**src/rtl/u16u8_pkg.sv**
```systemverilog
// ============================================================================
// u16u8_pkg
// Shared types and constants of the UTF-16 to UTF-8 transcoder.
// ============================================================================
package u16u8_pkg;

  localparam int unsigned UNIT_W    = 16;
  localparam int unsigned BYTE_W    = 8;
  localparam int unsigned CP_W      = 21;
  localparam int unsigned FIFO_DEPTH = 2;

  // Upper six bits of a code unit that mark the surrogate ranges.
  localparam logic [5:0] HIGH_SURR_TAG = 6'b110110;
  localparam logic [5:0] LOW_SURR_TAG  = 6'b110111;

  localparam logic [CP_W-1:0] SUPP_BASE = 21'h10000;
  localparam logic [CP_W-1:0] MAX_1BYTE = 21'h00007f;
  localparam logic [CP_W-1:0] MAX_2BYTE = 21'h0007ff;
  localparam logic [CP_W-1:0] MAX_3BYTE = 21'h00ffff;

  // One job for the back end: the bytes of one result run.
  typedef struct packed {
    logic [3:0][BYTE_W-1:0] bytes;
    logic [1:0]             last_idx;
    logic                   eot;
    logic                   err;
  } job_t;

endpackage

```
**src/rtl/utf16_to_utf8_transcoder_core.sv**
```systemverilog
// ============================================================================
// utf16_to_utf8_transcoder_core
// Converts a stream of UTF-16 code units into UTF-8 bytes.
// ============================================================================
// Channel  | Dir | tdata              | tlast        | tuser
// in_      | in  | [15:0] code_unit   | end_of_text  | -
// out_     | out | [7:0]  out_byte    | last_of_run  | [0] text_done, [1] error
//
// The byte sequencer sends one byte per cycle unless the output stalls, so a
// unit yields one to four bytes: one below 0x80, two below 0x800, three for the
// rest of the BMP, four for a surrogate pair; a held high surrogate or a dropped
// unit yields none. Reset is synchronous and clears the pairing state, the job
// queue and the output stage. The front end stalls only when the job queue is
// full; the output register lets a new unit enter while a byte waits to be taken.
// ============================================================================
module utf16_to_utf8_transcoder_core #(
  parameter int unsigned FIFO_DEPTH = u16u8_pkg::FIFO_DEPTH
) (
  input  logic        clk,
  input  logic        rst_n,
  input  logic        in_tvalid,
  output logic        in_tready,
  input  logic [15:0] in_tdata,   // [15:0] code_unit
  input  logic        in_tlast,
  output logic        out_tvalid,
  input  logic        out_tready,
  output logic [7:0]  out_tdata,  // [7:0] out_byte
  output logic        out_tlast,
  output logic [1:0]  out_tuser   // [0] text_done, [1] error
);

  logic            acc;
  logic            push;
  logic            full;
  logic            pop;
  logic            job_valid;
  u16u8_pkg::job_t front_job;
  u16u8_pkg::job_t head_job;

  assign in_tready = !full;
  assign acc       = in_tvalid && in_tready;

  u16u8_front u_front (
    .clk   (clk),
    .rst_n (rst_n),
    .acc   (acc),
    .unit  (in_tdata),
    .eot   (in_tlast),
    .push  (push),
    .job   (front_job)
  );

  u16u8_fifo #(
    .DEPTH (FIFO_DEPTH)
  ) u_fifo (
    .clk       (clk),
    .rst_n     (rst_n),
    .push      (push),
    .push_job  (front_job),
    .full      (full),
    .pop       (pop),
    .not_empty (job_valid),
    .head      (head_job)
  );

  u16u8_back u_back (
    .clk        (clk),
    .rst_n      (rst_n),
    .job_valid  (job_valid),
    .job_in     (head_job),
    .pop        (pop),
    .out_tvalid (out_tvalid),
    .out_tready (out_tready),
    .out_tdata  (out_tdata),
    .out_tlast  (out_tlast),
    .out_tuser  (out_tuser)
  );

endmodule

```
**src/rtl/u16u8_front.sv**
```systemverilog
// ============================================================================
// u16u8_front
// Accepts code units, tracks surrogate pairing and builds byte jobs.
// ============================================================================
module u16u8_front (
  input  logic                           clk,
  input  logic                           rst_n,
  input  logic                           acc,
  input  logic [u16u8_pkg::UNIT_W-1:0]   unit,
  input  logic                           eot,
  output logic                           push,
  output u16u8_pkg::job_t                job
);

  logic [9:0] held_r, held_nxt;
  logic       held_valid_r, held_valid_nxt;
  logic       dropping_r, dropping_nxt;

  logic                          is_high, is_low;
  logic [u16u8_pkg::CP_W-1:0]    cp_bmp, cp_supp;
  u16u8_pkg::job_t               job_bmp, job_supp, job_err;

  function automatic u16u8_pkg::job_t encode(input logic [u16u8_pkg::CP_W-1:0] cp,
                                              input logic e);
    u16u8_pkg::job_t j;
    j       = '0;
    j.eot   = e;
    j.err   = 1'b0;
    if (cp <= u16u8_pkg::MAX_1BYTE) begin
      j.bytes[0] = {1'b0, cp[6:0]};
      j.last_idx = 2'd0;
    end else if (cp <= u16u8_pkg::MAX_2BYTE) begin
      j.bytes[0] = {3'b110, cp[10:6]};
      j.bytes[1] = {2'b10, cp[5:0]};
      j.last_idx = 2'd1;
    end else if (cp <= u16u8_pkg::MAX_3BYTE) begin
      j.bytes[0] = {4'b1110, cp[15:12]};
      j.bytes[1] = {2'b10, cp[11:6]};
      j.bytes[2] = {2'b10, cp[5:0]};
      j.last_idx = 2'd2;
    end else begin
      j.bytes[0] = {5'b11110, cp[20:18]};
      j.bytes[1] = {2'b10, cp[17:12]};
      j.bytes[2] = {2'b10, cp[11:6]};
      j.bytes[3] = {2'b10, cp[5:0]};
      j.last_idx = 2'd3;
    end
    return j;
  endfunction

  assign is_high = (unit[15:10] == u16u8_pkg::HIGH_SURR_TAG);
  assign is_low  = (unit[15:10] == u16u8_pkg::LOW_SURR_TAG);
  assign cp_bmp  = {5'b0, unit};
  assign cp_supp = u16u8_pkg::SUPP_BASE + {1'b0, held_r, unit[9:0]};

  always_comb begin
    job_bmp  = encode(cp_bmp, eot);
    job_supp = encode(cp_supp, eot);
    job_err          = '0;
    job_err.last_idx = 2'd0;
    job_err.eot      = 1'b1;
    job_err.err      = 1'b1;
  end

  always_comb begin
    held_nxt       = held_r;
    held_valid_nxt = held_valid_r;
    dropping_nxt   = dropping_r;
    push           = 1'b0;
    job            = job_bmp;
    if (acc) begin
      if (dropping_r) begin
        if (eot) begin
          dropping_nxt = 1'b0;
        end
      end else if (held_valid_r) begin
        held_valid_nxt = 1'b0;
        held_nxt       = '0;
        push           = 1'b1;
        if (is_low) begin
          job = job_supp;
        end else begin
          job          = job_err;
          dropping_nxt = !eot;
        end
      end else if (is_high) begin
        if (eot) begin
          push = 1'b1;
          job  = job_err;
        end else begin
          held_nxt       = unit[9:0];
          held_valid_nxt = 1'b1;
        end
      end else begin
        push = 1'b1;
      end
    end
  end

  always_ff @(posedge clk) begin
    if (!rst_n) begin
      held_r       <= '0;
      held_valid_r <= 1'b0;
      dropping_r   <= 1'b0;
    end else begin
      held_r       <= held_nxt;
      held_valid_r <= held_valid_nxt;
      dropping_r   <= dropping_nxt;
    end
  end

endmodule

```
**src/rtl/u16u8_fifo.sv**
```systemverilog
// ============================================================================
// u16u8_fifo
// Short job queue between the front end and the byte sequencer.
// ============================================================================
module u16u8_fifo #(
  parameter int unsigned DEPTH = u16u8_pkg::FIFO_DEPTH
) (
  input  logic            clk,
  input  logic            rst_n,
  input  logic            push,
  input  u16u8_pkg::job_t push_job,
  output logic            full,
  input  logic            pop,
  output logic            not_empty,
  output u16u8_pkg::job_t head
);

  localparam int unsigned PTR_W = (DEPTH > 1) ? $clog2(DEPTH) : 1;
  localparam int unsigned CNT_W = $clog2(DEPTH + 1);
  localparam logic [PTR_W-1:0] LAST_PTR = PTR_W'(DEPTH - 1);
  localparam logic [CNT_W-1:0] FULL_CNT = CNT_W'(DEPTH);

  u16u8_pkg::job_t   mem_r [DEPTH];
  logic [PTR_W-1:0]  wr_ptr_r, wr_ptr_nxt;
  logic [PTR_W-1:0]  rd_ptr_r, rd_ptr_nxt;
  logic [CNT_W-1:0]  cnt_r, cnt_nxt;

  assign full      = (cnt_r == FULL_CNT);
  assign not_empty = (cnt_r != '0);
  assign head      = mem_r[rd_ptr_r];

  always_comb begin
    wr_ptr_nxt = wr_ptr_r;
    rd_ptr_nxt = rd_ptr_r;
    cnt_nxt    = cnt_r;
    if (push) begin
      wr_ptr_nxt = (wr_ptr_r == LAST_PTR) ? '0 : wr_ptr_r + 1'b1;
    end
    if (pop) begin
      rd_ptr_nxt = (rd_ptr_r == LAST_PTR) ? '0 : rd_ptr_r + 1'b1;
    end
    if (push && !pop) begin
      cnt_nxt = cnt_r + 1'b1;
    end else if (pop && !push) begin
      cnt_nxt = cnt_r - 1'b1;
    end
  end

  always_ff @(posedge clk) begin
    if (push) begin
      mem_r[wr_ptr_r] <= push_job;
    end
  end

  always_ff @(posedge clk) begin
    if (!rst_n) begin
      wr_ptr_r <= '0;
      rd_ptr_r <= '0;
      cnt_r    <= '0;
    end else begin
      wr_ptr_r <= wr_ptr_nxt;
      rd_ptr_r <= rd_ptr_nxt;
      cnt_r    <= cnt_nxt;
    end
  end

endmodule

```
**src/rtl/u16u8_back.sv**
```systemverilog
// ============================================================================
// u16u8_back
// Byte sequencer: sends the bytes of each job, one per cycle while the output is
// not stalled, through a registered output stage.
// ============================================================================
module u16u8_back (
  input  logic                          clk,
  input  logic                          rst_n,
  input  logic                          job_valid,
  input  u16u8_pkg::job_t               job_in,
  output logic                          pop,
  output logic                          out_tvalid,
  input  logic                          out_tready,
  output logic [u16u8_pkg::BYTE_W-1:0]  out_tdata,
  output logic                          out_tlast,
  output logic [1:0]                    out_tuser
);

  u16u8_pkg::job_t cur_r, cur_nxt;
  logic            cur_valid_r, cur_valid_nxt;
  logic [1:0]      idx_r, idx_nxt;

  logic                          ovalid_r, ovalid_nxt;
  logic [u16u8_pkg::BYTE_W-1:0]  obyte_r, obyte_nxt;
  logic                          olast_r, olast_nxt;
  logic                          odone_r, odone_nxt;
  logic                          oerr_r, oerr_nxt;

  logic advance, cur_last, load;

  assign advance  = !ovalid_r || out_tready;
  assign cur_last = (idx_r == cur_r.last_idx);
  assign load     = !cur_valid_r || (advance && cur_last);
  assign pop      = load && job_valid;

  always_comb begin
    cur_nxt       = cur_r;
    cur_valid_nxt = cur_valid_r;
    idx_nxt       = idx_r;
    if (load) begin
      cur_valid_nxt = job_valid;
      cur_nxt       = job_in;
      idx_nxt       = '0;
    end else if (advance) begin
      idx_nxt = idx_r + 1'b1;
    end
  end

  always_comb begin
    ovalid_nxt = ovalid_r;
    obyte_nxt  = obyte_r;
    olast_nxt  = olast_r;
    odone_nxt  = odone_r;
    oerr_nxt   = oerr_r;
    if (advance) begin
      ovalid_nxt = cur_valid_r;
      obyte_nxt  = cur_r.bytes[idx_r];
      olast_nxt  = cur_last;
      odone_nxt  = cur_last && cur_r.eot;
      oerr_nxt   = cur_r.err;
    end
  end

  always_ff @(posedge clk) begin
    cur_r   <= cur_nxt;
    obyte_r <= obyte_nxt;
    olast_r <= olast_nxt;
    odone_r <= odone_nxt;
    oerr_r  <= oerr_nxt;
  end

  always_ff @(posedge clk) begin
    if (!rst_n) begin
      cur_valid_r <= 1'b0;
      idx_r       <= '0;
      ovalid_r    <= 1'b0;
    end else begin
      cur_valid_r <= cur_valid_nxt;
      idx_r       <= idx_nxt;
      ovalid_r    <= ovalid_nxt;
    end
  end

  assign out_tvalid = ovalid_r;
  assign out_tdata  = obyte_r;
  assign out_tlast  = olast_r;
  assign out_tuser  = {oerr_r, odone_r};

endmodule

```
**config.mk**
```make
export PLATFORM = sky130hd
export DESIGN_NAME = utf16_to_utf8_transcoder_core
export DESIGN_NICKNAME = d
export VERILOG_FILES = /design/src/rtl/u16u8_pkg.sv /design/src/rtl/utf16_to_utf8_transcoder_core.sv /design/src/rtl/u16u8_front.sv /design/src/rtl/u16u8_fifo.sv /design/src/rtl/u16u8_back.sv
export SDC_FILE = /design/constraint.sdc
export NUM_CORES = 1
export LEC_CHECK = 0
export ABC_AREA = 1
export BUFFER_PORTS_ARGS = -buffer_cell sky130_fd_sc_hd__buf_4
export CAP_MARGIN = 20
export CORE_AREA = 4 4 190 137
export CTS_CLUSTER_DIAMETER = 30
export DETAILED_ROUTE_END_ITERATION = 10
export DIE_AREA = 0 0 194 141
export SKIP_CTS_REPAIR_TIMING = 1
export SYNTH_ARGS = -nofsm -noshare
export SYNTH_HDL_FRONTEND = slang
export SYNTH_SLANG_ARGS = --single-unit
```
**constraint.sdc**
```tcl
create_clock -name clk -period 6.55 [get_ports clk]
set_input_delay 0.655 -clock clk [delete_from_list [all_inputs] [get_ports clk]]
set_output_delay 0.655 -clock clk [all_outputs]
set_load 0.05 [all_outputs]
```
**Word level (Yosys, flattened, before mapping)**

Memory sizes are Yosys's and may differ from the RTL's. A register that Yosys moved wholly into a read port is not among the register bits.
Index checks and enable logic that the tools add are counted.

- Flip-flop bits (word level): 31
- Memory bits (writable): 72
- Word-level logic and storage cells: 94
- Memories kept: 1

Memory list:

| name | depth | bits a word | rd ports | clocked after Yosys merged registers in | write ports | RTL line | source |
|---|---|---|---|---|---|---|---|
| u_fifo.mem_r | 2 | 36 | 1 | 1 | 1 | u16u8_fifo.sv:23 | `u16u8_pkg::job_t mem_r [DEPTH];` |

- Add/sub/neg operators: 6
- $lt $le $gt $ge: 7
- Equality and inequality tests: 5
- Mux-type cells: 40
- Bitwise gates (word level): 2
- Reductions and logical operators: 20

Operators with widths:

| cell | count |
|---|---|
| two-way mux 36 bit | 6 |
| two-way mux 24 bit | 4 |
| two-way mux 10 bit | 5 |
| two-way mux 18 bit | 2 |
| two-way mux 16 bit | 2 |
| two-way mux 8 bit | 3 |
| adder 17 x 20 -> 21 bit, first input constant | 1 |
| less-or-equal comparator 21 x 11 -> 1 bit, second input constant | 1 |
| less-or-equal comparator 21 x 16 -> 1 bit, second input constant | 1 |
| less-or-equal comparator 21 x 7 -> 1 bit, second input constant | 1 |
| binary-select mux 8 bit (select 2 bit) | 1 |
| less-or-equal comparator 16 x 11 -> 1 bit, second input constant | 1 |
| less-or-equal comparator 16 bit, second input constant | 1 |
| less-or-equal comparator 16 x 7 -> 1 bit, second input constant | 1 |
| two-way mux 1 bit | 15 |
| equality test 6 bit, second input constant | 2 |
| logical AND 1 bit | 6 |
| zero test 1 bit | 6 |
| nonzero test 2 bit | 3 |
| adder 2 x 1 -> 2 bit, second input constant | 2 |
| two-way mux 2 bit | 2 |
| AND reduction 4 bit | 1 |
| < comparator 2 x 3 -> 1 bit, second input constant | 1 |
| adder 1 bit, second input constant | 2 |
| other kinds (8) | 10 |

**Logic depth before layout (Yosys ltp)**

Gate-level depths: netlist of run 1.

- Depth after elaboration: 9
- Mapped depth: 14

**Hierarchy**

A second synthesis of run 1 with hierarchy kept.

- Cells, all modules: 642
- Area, all modules: 6845.3 sq um

Modules (own cells, without submodules):

| module | instances | cells an instance | area an instance (sq um) |
|---|---|---|---|
| u16u8_fifo | 1 | 147 | 2979.1 |
| u16u8_front | 1 | 365 | 1961.9 |
| u16u8_back | 1 | 127 | 1890.6 |
| utf16_to_utf8_transcoder_core | 1 | 3 | 13.8 |

**Least setup slack after synthesis of run 1**

Ideal clock, no wire load.

- Kind: register -> register
- Start point: reg u_back.idx_r[1]
- End point: reg u_fifo.cnt_r[1]
- Setup time: 0.122 ns
- Arrival time: 3.329 ns
- Slack: 3.099 ns
- Cell stages (with the launch flop): 13
- Clock period less this slack: 3.451 ns
- Path through: dfxtp_1 clkbuf_1 xnor2_1 nand2_1 o21ai_1 inv_1 nor2_1 inv_1 ha_1 a21oi_1 o21ai_0 o21ai_0 a21oi_1

- Word-level cells in the longest chain between the ends: 7
- Elaborated cells on any way between the ends: 9

RTL lines:

| item | RTL line | source |
|---|---|---|
| start: declaration | u16u8_back.sv:21 | `logic [1:0] idx_r, idx_nxt;` |
| start signal: assignment | u16u8_back.sv:79 | `idx_r <= idx_nxt;` |
| equality test 2 bit * | u16u8_back.sv:32 | `assign cur_last = (idx_r == cur_r.last_idx);` |
| logical AND 1 bit * | u16u8_back.sv:33 | `assign load = !cur_valid_r \|\| (advance && cur_last);` |
| logical OR 1 bit * | u16u8_back.sv:33 |  |
| named net u_back.load | u16u8_back.sv:29 | `logic advance, cur_last, load;` |
| logical AND 1 bit * | u16u8_back.sv:34 | `assign pop = load && job_valid;` |
| zero test 1 bit | u16u8_fifo.sv:42 | `if (push && !pop) begin` |
| logical AND 1 bit | u16u8_fifo.sv:42 |  |
| two-way mux 2 bit or nonzero test 2 bit (tied branches) | n/a |  |
| end signal: assignment | u16u8_fifo.sv:63 | `cnt_r <= cnt_nxt;` |
| end: declaration | u16u8_fifo.sv:26 | `logic [CNT_W-1:0] cnt_r, cnt_nxt;` |

Mark *: on every way through the listed nets, which the timed path passes. The rest lies on a longest branch.
A chain may end at the register's enable or synchronous reset.

**Worst setup path in the final report of run 1**

- Start point: reg u_back.idx_r[0]
- End point: reg u_fifo.cnt_r[1]

Same word-level chain as after synthesis.

==> flow_summary.rst, run 1 <==
.. list-table::
   :header-rows: 1

   * - Metric
     - Value
   * - Netlist area before placement
     - 5968 um2
   * - Core outline area
     - 24260 um2
   * - Violation count after the first detailed-routing iteration
     - 379
   * - Clk slew on worst S/H paths
     - 0.06 ns
   * - Startpoint of the lowest-slack register-to-register path
     - u_back.idx_r[0]
   * - Gate Count Post-Synth
     - 624
   * - Hpwl dp
     - 10.57 mm
   * - Number of top-level pins
     - 34
   * - Number of diodes added for antenna fixing
     - 0
   * - Buffer type at the clock tree root
     - clkbuf_16
   * - Delay contributed by the slowest stage of the critical path
     - 0.65 ns
   * - Initial antenna violation count
     - 0
   * - XOR/XNOR share of the synthesized area
     - 0.9853%
   * - Final layout net count
     - 681
   * - Setup tns final
     - 0 ns
   * - Cell leakage power
     - 2.800 nW
   * - Total wire length after detailed routing
     - 14.59 mm
   * - Net Count, Synth
     - 648
   * - List of cells traversed by the critical path
     - xnor2_1, nand2_1, o21ai_2, buf_4, inv_1, nor2_1, inv_1, ha_1, a21oi_1, o21ai_0, o21ai_0, a21oi_1
   * - Number of buffers on the longest clock path
     - 2
   * - Final min period
     - 2.675 ns
   * - R2R Path End
     - u_fifo.cnt_r[1]
   * - Portion of the post-synthesis area used by sequential elements
     - 59.04%
   * - Setup crit end
     - u_fifo.cnt_r[1]
   * - Via count of the routed design
     - 4277
   * - Max-slew violation count
     - 0
   * - Fill cell instance count of the final layout
     - 2510
   * - CP required
     - 6.84 ns
   * - Number of rows created at floorplan
     - 48
   * - Area fraction in and, or, nand and nor cells after synthesis
     - 25.95%
   * - Maximum number of pins on one net before global-route repair
     - 35
   * - Buffers & Inverters on Critical Path
     - 3
   * - First-pass GRT wire length
     - 22.69 mm
   * - Number of failing setup endpoints in the final timing report
     - 0
   * - Die area
     - 27350 um2
   * - CP max-delay cell
     - dfxtp_1
   * - Endpoints failing hold
     - 0
   * - Number of cells traversed by the worst register-to-register path
     - 12
   * - Peak fanout along the critical path
     - 33
   * - Cell accounting for the most synthesized area
     - edfxtp_1
   * - Later-pin clock latency in the skew report
     - 0.41 ns
   * - TritonCTS clock tree
     - done
   * - Total power divided by cell area
     - 393.0 nW/um2
   * - Drt via density
     - 4.298
   * - Global placer's final weighted congestion
     - 0.8873
   * - Data arrival time of the worst path
     - 2.97 ns
   * - Vias in the first global route
     - 3947
   * - Type of element launching the critical path
     - register
   * - Port bufs
     - 33
   * - Run status
     - completed
   * - Dominant combinational cell family by area after synthesis
     - simple AND/OR/NAND/NOR gates
   * - Yosys synthesis warning count
     - 0
   * - Largest vdd supply drop
     - 0.2496 mV
   * - Number of synthesized register bits
     - 124
   * - Clock buffers created by TritonCTS
     - 17
   * - Max-slew headroom
     - 33.87%
   * - Share of the synthesized area in compound gates (AO/OA/AOI/OAI)
     - 7.275%
   * - Type of the worst setup path
     - register to register
   * - Kind of cell adding the most delay to the critical path
     - flip-flops
   * - Placed Cells
     - 962
   * - Most common library cell in the layout ignoring fill and taps
     - nand2_1
   * - Maximum achievable frequency
     - 0.3738 GHz
   * - Routed length per placed instance
     - 14.66 um
   * - Multi-input gate area in the final layout
     - 2088 um2
   * - Clock Sinks
     - 124
   * - Slew of the pin with the lowest slew margin
     - 0.9909 ns
   * - Fin cells
     - 995
   * - Layout area overhead
     - 18.76%
   * - FF+latch area
     - 3523 um2
   * - Residual antenna-violating net count after detailed routing
     - 0
   * - Commonest cells after routing, fill and taps aside
     - nand2_1, edfxtp_1, nor2_1
   * - Final clock skew
     - 0.009250 ns
   * - Type of element capturing the critical path
     - register
   * - Horiz. Die Dim
     - 194 um
   * - Adder-cell share of the synthesized area
     - 0.6289%
   * - Drt drc
     - 0
   * - Share of final-layout standard cells stronger than drive strength 1
     - 18.51%
   * - Setup repair after global routing missed its margin
     - false
   * - Final clock period utilization by the worst path
     - 40.84%
   * - Number of stages on the worst setup path
     - 12
   * - Maximum level of the CTS H-tree
     - 4
   * - Reg2reg setup slack
     - 3.88 ns
   * - Initial core utilization
     - 24.60%
   * - Worst Hold Depth
     - 0
   * - GRT Total Usage
     - 10.67%
   * - Fraction of synthesized area in multiplexers
     - 0%
   * - Number of different library cells in the post-synthesis netlist
     - 43
   * - Number of iterations in the first detailed-routing pass
     - 5
   * - Max-Cap Viols
     - 0
   * - Mean cell area of the mapped netlist
     - 9.564 um2
   * - Classification of the worst-slack hold path
     - register to register
   * - Leading post-synthesis cells by cell area
     - edfxtp_1, nand2_1, dfxtp_1
   * - Vertical die dimension
     - 141 um
   * - Synth top area share
     - 52.33%
   * - Crit path launch
     - u_back.idx_r[0]
   * - Total congestion overflow
     - 0
-- logic make-up after synthesis --
logic type / Yosys count
DFF: 124
xor gates and xnor gates: 5
and+or+nand+nor: 335
adders and majority gates: 3
buffers and inverters: 80
AOI/OAI and AO/OA: 77
-- per-stage QoR --
| stage | setup WS (ns) | utilization, % | hold slack (ns) | total power, W | cell area (um2) |
|---|---|---|---|---|---|
| 6_report | 3.875 | 29.21 | 0.4315 | 0.002785 | 7088 |
| 5_1_grt | 3.512 | 29.21 | 0.4503 | 0.002936 | 7088 |
| 4_1_cts | 3.844 | 29.19 | 0.4378 | 0.002805 | 7083 |
| 3_5_place_dp | 3.555 | 26.85 | 0.4236 | 0.001922 | 6514 |
| 3_3_place_gp | 3.679 | 26.85 | 0.4153 | 0.001919 | 6514 |
| 2_1_floorplan | 3.099 | - | 0.4003 | 0.001703 | 5968 |
-- metal layers --
| layer | GRT usage (%) | routed length (um) | up-vias |
|---|---|---|---|
| li1 | - | - | 2159 |
| met1 | 16.63 | 7402 | 1946 |
| met2 | 14.36 | 5757 | 153 |
| met3 | 2.795 | 1218 | 19 |
| met4 | 2.996 | 213 | 0 |
| met5 | 0 | 0 | - |
-- worst min path at each step --
stage	start	end	slack, ns
after CTS	u_back.cur_r[0]	u_back.oerr_r	0.44
after detailed placement	u_back.cur_r[0]	u_back.oerr_r	0.42
after global placement	u_back.cur_r[0]	u_back.oerr_r	0.42
after floorplan	u_back.cur_r[0]	u_back.oerr_r	0.40
after global routing	in_tlast	u_front.dropping_r	0.45
final	u_back.cur_r[0]	u_back.oerr_r	0.43
-- final cells by class --
type                       instances  share of cell area, %
tap                              325                  5.737
sequential                       124                  49.71
multi-input combinational        420                  29.46
clock inverter                    12                  1.589
inverter                          56                  3.071
clock buffer                      20                  6.443
timing repair buffer              38                  3.989
-- flip-flops by register name (all words and copies together) (netlist names), 2 cells and up --
register	count
u_back.out_tdata	8
u_back.cur_r	31
u_back.idx_r	2
u_fifo.mem_r	62
u_fifo.cnt_r	2
u_front.held_r	10
-- cell usage after synthesis, drive strengths merged --
cell type	count
o221ai	1
nor3	6
nand4	11
xor2	2
clkinv	1
nor4	1
or2	1
nor2	73
inv	55
a211oi	2
a21oi	26
nand3b	1
xnor2	3
buf	10
ha	3
nand3	44
edfxtp	104
clkbuf	14
o21ai	34
o211ai	6
a22oi	1
nand2	198
dfxtp	20
o22ai	7
-- power by group --
part	total, W	internal (W)	switching (W)
clock	0.000886	0.000544	0.000342
combinational	0.000690	0.000182	0.000508
sequential	0.00121	0.00114	0.0000694
(Power assumes the default switching activity.)
==> run 2, diff against run 1 <==
==> constraint.sdc (replaced) <==
create_clock -name clk -period 2.2 [get_ports clk]
set_input_delay 0.22 -clock clk [delete_from_list [all_inputs] [get_ports clk]]
set_output_delay 0.22 -clock clk [all_outputs]
set_load 0.05 [all_outputs]
==> run 2 against run 1 <==
Highest routed layer unchanged; die area unchanged; global-route usage increased by 0.62 points; hold slack got worse by 0.41 ns; sequential cell count unchanged.
==> flow_summary.rst, run 2 (synthesized netlist as in run 1, its figures left out) <==
.. list-table::
   :header-rows: 1

   * - Metric
     - Value
   * - Number of buffers on the longest clock path
     - 2
   * - Type of element launching the critical path
     - register
   * - TritonCTS clock tree
     - done
   * - FF+latch area
     - 3527 um2
   * - Largest regs
     - u_fifo.mem_r: 62 flops, u_back.cur_r: 31 flops, u_front.held_r: 10 flops
   * - Max-Cap Viols
     - 0
   * - CP required
     - 2.33 ns
   * - Drt via density
     - 4.369
   * - Final clock skew
     - 0.01013 ns
   * - Worst setup slack after placement
     - -0.08121 ns
   * - Max-slew violation count
     - 0
   * - Horiz. Die Dim
     - 194 um
   * - Core outline area
     - 24260 um2
   * - Placed Cells
     - 982
   * - Buffer type at the clock tree root
     - clkbuf_16
   * - Max-slew headroom
     - 34.75%
   * - Placed cell area
     - 6686 um2
   * - Setup repair after global routing missed its margin
     - false
   * - Later-pin clock latency in the skew report
     - 0.41 ns
   * - Routed length per placed instance
     - 15.04 um
   * - Hpwl dp
     - 11.01 mm
   * - Port bufs
     - 33
   * - Number of diodes added for antenna fixing
     - 0
   * - Maximum number of pins on one net before global-route repair
     - 34
   * - First-pass GRT wire length
     - 23.98 mm
   * - Number of iterations in the first detailed-routing pass
     - 5
   * - Final clock period utilization by the worst path
     - 94.18%
   * - Number of top-level pins
     - 34
   * - Worst hold slack after final layout
     - 0.02325 ns
   * - Endpoints failing hold
     - 0
   * - Fill cell instance count of the final layout
     - 2551
   * - Vias in the first global route
     - 4265
   * - Share of final-layout standard cells stronger than drive strength 1
     - 22.32%
   * - Vertical die dimension
     - 141 um
   * - Number of failing setup endpoints in the final timing report
     - 0
   * - Via count of the routed design
     - 4435
   * - Type of element capturing the critical path
     - register
   * - Worst Slack Setup Final
     - 0.1281 ns
   * - Final instance area
     - 7303 um2
   * - Multi-input gate area in the final layout
     - 2145 um2
   * - Total congestion overflow
     - 0
   * - Clock buffers created by TritonCTS
     - 17
   * - Violation count after the first detailed-routing iteration
     - 416
   * - Total power divided by cell area
     - 1159 nW/um2
   * - Drt drc
     - 0
   * - Initial antenna violation count
     - 0
   * - Clock Sinks
     - 124
   * - Global placer's final weighted congestion
     - 0.9007
   * - Type of the worst setup path
     - register to register
   * - Die area
     - 27350 um2
   * - Run status
     - completed
   * - Register bank with the most flops
     - u_fifo.mem_r
   * - Data arrival time of the worst path
     - 2.20 ns
   * - Final layout net count
     - 701
   * - Maximum level of the CTS H-tree
     - 4
   * - Initial core utilization
     - 24.60%
   * - Maximum achievable frequency
     - 0.4827 GHz
   * - Number of rows created at floorplan
     - 48
   * - Residual antenna-violating net count after detailed routing
     - 0
   * - GRT Total Usage
     - 11.29%
   * - Largest vdd supply drop
     - 0.6835 mV
   * - Fin cells
     - 1015
   * - Cell leakage power
     - 2.921 nW
   * - Total wire length after detailed routing
     - 15.27 mm
   * - Most common library cell in the layout ignoring fill and taps
     - nand2_1
   * - Slew of the pin with the lowest slew margin
     - 0.9776 ns
   * - Peak fanout along the critical path
     - 9
   * - Final min period
     - 2.072 ns
   * - Commonest cells after routing, fill and taps aside
     - nand2_1, edfxtp_1, buf_4
   * - Number of flip-flops in the largest register
     - 62
   * - Layout area overhead
     - 22.37%
   * - Classification of the worst-slack hold path
     - primary input to register
   * - Clk slew on worst S/H paths
     - 0.06 ns
## run 2: power by group
group	internal, W	switching [W]	total [W]	leakage, nW
clock network	0.00157	0.00110	0.00268	0.275
logic	0.000610	0.00159	0.00220	1.48
registers	0.00339	0.000189	0.00358	1.17
total	0.00558	0.00289	0.00846	2.92
## run 2: layout make-up
type	count	share of cell area, %
Clock buffer	17	5.825
Multi-Input combinational cell	421	29.36
Inverter	56	3.015
Timing Repair Buffer	57	6.030
Sequential cell	124	48.30
Clock inverter	15	1.902
Tap cell	325	5.568
## run 2: worst paths after layout
kind	from	end	slack [ns]	cells past startpoint
min	in_tlast	u_front.dropping_r	0.02	2
max	u_front.held_r[6]	u_fifo.mem_r[1][13]	0.13	12
min reg2reg	u_back.cur_r[0]	u_back.oerr_r	0.42	0
max reg2reg	u_front.held_r[6]	u_fifo.mem_r[1][13]	0.13	12
## run 2: worst max-delay path, stage by stage (launching register included)
cell	delay, ns
dfxtp_2	0.34
buf_4	0.15
ha_1	0.29
inv_2	0.06
nand2_1	0.06
inv_1	0.05
nand3_1	0.09
nand2_2	0.07
nand2_4	0.16
buf_4	0.20
nand3_1	0.09
nand4_1	0.12
nand2_1	0.12
## run 2: routing by layer
layer  track usage, %  vias to the layer above  part of all wire (%)
li1                 -                     2207                     -
met1            16.50                     2052                    49
met2            16.20                      160                    42
met3            3.153                       16                   7.5
met4            3.513                        0                   1.7
met5                0                        -                     0
## run 2: per-stage QoR
stage / util [%] / total power [W] / setup TNS (ns)
after global placement: 27.56 / 0.005808 / -0.4863
after floorplan: - / 0.005092 / -8.489
after detailed placement: 27.56 / 0.005822 / -1.359
after global routing: 30.10 / 0.008902 / 0
after CTS: 29.88 / 0.008507 / -0.05235
final: 30.10 / 0.008462 / 0
==> run 3, diff against run 2 <==
--- a/config.mk
+++ b/config.mk
@@ -8,11 +8,12 @@
 export ABC_AREA = 1
 export BUFFER_PORTS_ARGS = -buffer_cell sky130_fd_sc_hd__buf_4
 export CAP_MARGIN = 20
-export CORE_AREA = 4 4 190 137
+export CORE_AREA = 4 4 203 146
 export CTS_CLUSTER_DIAMETER = 30
 export DETAILED_ROUTE_END_ITERATION = 10
-export DIE_AREA = 0 0 194 141
+export DIE_AREA = 0 0 207 150
 export SKIP_CTS_REPAIR_TIMING = 1
 export SYNTH_ARGS = -nofsm -noshare
 export SYNTH_HDL_FRONTEND = slang
+export SYNTH_HIERARCHICAL = 1
 export SYNTH_SLANG_ARGS = --single-unit
==> run 3 against run 2 <==
Register-to-register slack worse by 0.03 ns; synthesized cell count is 2.9% higher; synthesized area increased by 15%; sequential share of layout area decreased by 1.3 points; sequential cell count increased by 16; global-route usage is 0.40 points lower; highest routed layer unchanged.
==> flow_summary.rst, run 3 <==
.. list-table::
   :header-rows: 1

   * - Metric
     - Value
   * - Setup repair after global routing missed its margin
     - true
   * - TritonCTS clock tree
     - done
   * - Number of synthesized register bits
     - 140
   * - Max-slew violation count
     - 0
   * - Maximum level of the CTS H-tree
     - 4
   * - Number of different library cells in the post-synthesis netlist
     - 45
   * - Leading post-synthesis cells by cell area
     - edfxtp_1, nand2_1, mux2_4
   * - Via count of the routed design
     - 4836
   * - Power share of the sequential group
     - 42.6%
   * - Vertical die dimension
     - 150 um
   * - Met1 global-route usage
     - 17.37%
   * - Type of element launching the critical path
     - register
   * - Routed length per placed instance
     - 15.19 um
   * - Port bufs
     - 33
   * - Clock Sinks
     - 140
   * - Combinational share of power
     - 24.0%
   * - Proportion of power drawn by the clock network
     - 33.4%
   * - Commonest cells after routing, fill and taps aside
     - nand2_1, edfxtp_1, buf_4
   * - Layer with the highest usage after global routing
     - met1
   * - Total wire length after detailed routing
     - 16.85 mm
   * - Number of top-level pins
     - 34
   * - Total power divided by cell area
     - 1063 nW/um2
   * - Max-Cap Viols
     - 0
   * - Clk slew on worst S/H paths
     - 0.07 ns
   * - Overall power of the completed layout
     - 0.009053 W
   * - Yosys synthesis warning count
     - 6
   * - Portion of the post-synthesis area used by sequential elements
     - 58.34%
   * - Number of rows created at floorplan
     - 51
   * - Most common library cell in the layout ignoring fill and taps
     - nand2_1
   * - Most numerous cell types in the synthesized netlist
     - nand2_1, edfxtp_1, inv_1, nor2_1, nand3_1
   * - Die area
     - 31050 um2
   * - Buffers & Inverters on Critical Path
     - 1
   * - Largest vdd supply drop
     - 0.5282 mV
   * - Final layout net count
     - 749
   * - Number of failing setup endpoints in the final timing report
     - 0
   * - Netlist area before placement
     - 6845 um2
   * - Delay contributed by the slowest stage of the critical path
     - 0.36 ns
   * - Switching share of total power
     - 30.11%
   * - Number of synthesized flops with an enable pin
     - 119
   * - Global placer's final weighted congestion
     - 0.9052
   * - First-pass GRT wire length
     - 26.08 mm
   * - Layout area overhead
     - 24.44%
   * - Data arrival time of the worst path
     - 2.23 ns
   * - Final instance area
     - 8518 um2
   * - Clock buffers created by TritonCTS
     - 17
   * - Share of final-layout standard cells stronger than drive strength 1
     - 27.91%
   * - Drt via density
     - 4.361
   * - Max-slew headroom
     - 59.57%
   * - Drt drc
     - 0
   * - Gate Count Post-Synth
     - 642
   * - Hpwl dp
     - 12.28 mm
   * - Register bank with the most flops
     - u_fifo/mem_r
   * - Type of the worst setup path
     - register to register
   * - Horiz. Die Dim
     - 207 um
   * - Share of synthesized registers carrying an async set or reset
     - 0%
   * - Final min period
     - 2.103 ns
   * - Run status
     - completed
   * - Largest regs
     - u_fifo/mem_r: 72 flops, u_back/cur_r: 36 flops, u_front/held_r: 10 flops
   * - Classification of the worst-slack hold path
     - primary input to register
   * - Endpoints failing hold
     - 0
   * - Total congestion overflow
     - 0
   * - Met2 Resource Use GR
     - 14.65%
   * - Placed cell area
     - 7751 um2
   * - Slew of the pin with the lowest slew margin
     - 0.6042 ns
   * - Cell leakage power
     - 3.370 nW
   * - Maximum achievable frequency
     - 0.4754 GHz
   * - Most repeated cell in the gate-level netlist after synthesis
     - nand2_1
   * - List of cells traversed by the critical path
     - ha_4, xnor2_4, buf_4, nand3_1, nor2_1, nor2_4, nor2_4, nor2_1, nand2_1, nand3_1
   * - Mean cell area of the mapped netlist
     - 10.66 um2
   * - Main flop type after synthesis
     - edfxtp_1
   * - Cell accounting for the most synthesized area
     - edfxtp_1
   * - Peak fanout along the critical path
     - 6
   * - Type of element capturing the critical path
     - register
   * - Residual antenna-violating net count after detailed routing
     - 0
   * - Number of diodes added for antenna fixing
     - 0
   * - Met3 track utilization from global routing
     - 2.724%
   * - Fill cell instance count of the final layout
     - 2816
   * - GRT Total Usage
     - 10.89%
   * - Vias in the first global route
     - 4509
   * - Number of flip-flops in the largest register
     - 72
   * - Buffer type at the clock tree root
     - clkbuf_16
   * - Maximum number of pins on one net before global-route repair
     - 37
   * - Initial antenna violation count
     - 0
   * - Initial core utilization
     - 24.83%
   * - Number of iterations in the first detailed-routing pass
     - 5
   * - Final clock period utilization by the worst path
     - 95.60%
   * - Kind of cell adding the most delay to the critical path
     - simple AND/OR/NAND/NOR gates
   * - Violation count after the first detailed-routing iteration
     - 618
   * - Final clock skew
     - 0.009288 ns
   * - CP max-delay cell
     - dfxtp_4
   * - Synth top area share
     - 52.20%
   * - Core outline area
     - 27570 um2
   * - Number of buffers on the longest clock path
     - 2
   * - P_int
     - 0.006327 W
   * - Setup tns final
     - 0 ns
   * - CP required
     - 2.33 ns
   * - Net Switching
     - 0.002726 W
   * - Later-pin clock latency in the skew report
     - 0.41 ns
-- run 3: changes by cell type in the layout (fill, tap and decap cells not counted), sizes merged, moves of 3 or more --
cell,change
nand2,-44
nand4,+5
a21oi,-4
mux2,+36
clkinv,-5
buf,+27
a21boi,+3
o22ai,+4
conb,+3
nand3,-5
edfxtp,+15
inv,+16
-- run 3: power groups by stage --
| stage | sequential [W] | clock, W | combinational, W |
|---|---|---|---|
| final | 0.00386 | 0.00302 | 0.00217 |
| after global routing | 0.00391 | 0.00322 | 0.00235 |
| after CTS | 0.00387 | 0.00308 | 0.00221 |
| after detailed placement | 0.00392 | 0 | 0.00221 |
| after global placement | 0.00391 | 0 | 0.00219 |
| after floorplan | 0.00414 | 0 | 0.00138 |
-- run 3: worst paths after layout --
kind	from	end	slack, ns	depth (start not counted)
max	u_front/held_r[6]	u_fifo/mem_r[1][8]	0.1	10
min	in_tlast	u_front/dropping_r	0.04	2
max reg2reg	u_front/held_r[6]	u_fifo/mem_r[1][8]	0.1	10
min reg2reg	u_back/cur_r[0]	u_back/oerr_r	0.42	0
-- run 3: per-layer routing --
metal,vias to the layer above,part of all wire (%)
met5,-,0
met4,0,0.36
met3,9,6.8
met2,163,39
met1,2301,54
li1,2363,-
-- run 3: cell families (layout without fill, tap and decap cells) --
kind of cell | after synthesis | after routing | share of synthesized area (%)
flip-flops | 140 | 140 | 58.34
AND/OR/NAND/NOR | 291 | 292 | 19.52
AO/OA/AOI/OAI | 75 | 75 | 6.416
adder cells (fa/ha/maj) | 3 | 3 | 0.5484
buffers and inverters | 94 | 187 | 7.183
multiplexers | 36 | 36 | 7.567
XOR/XNOR | 2 | 2 | 0.3657
other | 1 | 3 | 0.05478
-- run 3: cell type report --
cell class              instances  area [um2]  area share (%)
flip-flops and latches        140        4004           47.00
multi-input cells             411        2459           28.86
repair buffers                 84       696.9           8.182
well taps                     371       464.2           5.449
clock buffers                  19       442.9           5.200
inverters                      71       271.5           3.187
clock inverters                13       180.2           2.115
-- run 3: stage by stage --
stage               worst slack (ns)  cells  hold slack [ns]  util (%)
floorplan                     0.1594    644           0.3306         -
global placement             0.09543   1071           0.4041     28.12
detailed placement           0.06399   1071           0.4071     28.12
CTS                          0.04124   1103          0.02341     30.38
global route                -0.01919   1109          0.03612     30.90
finish                       0.09671   1109          0.03859     30.90
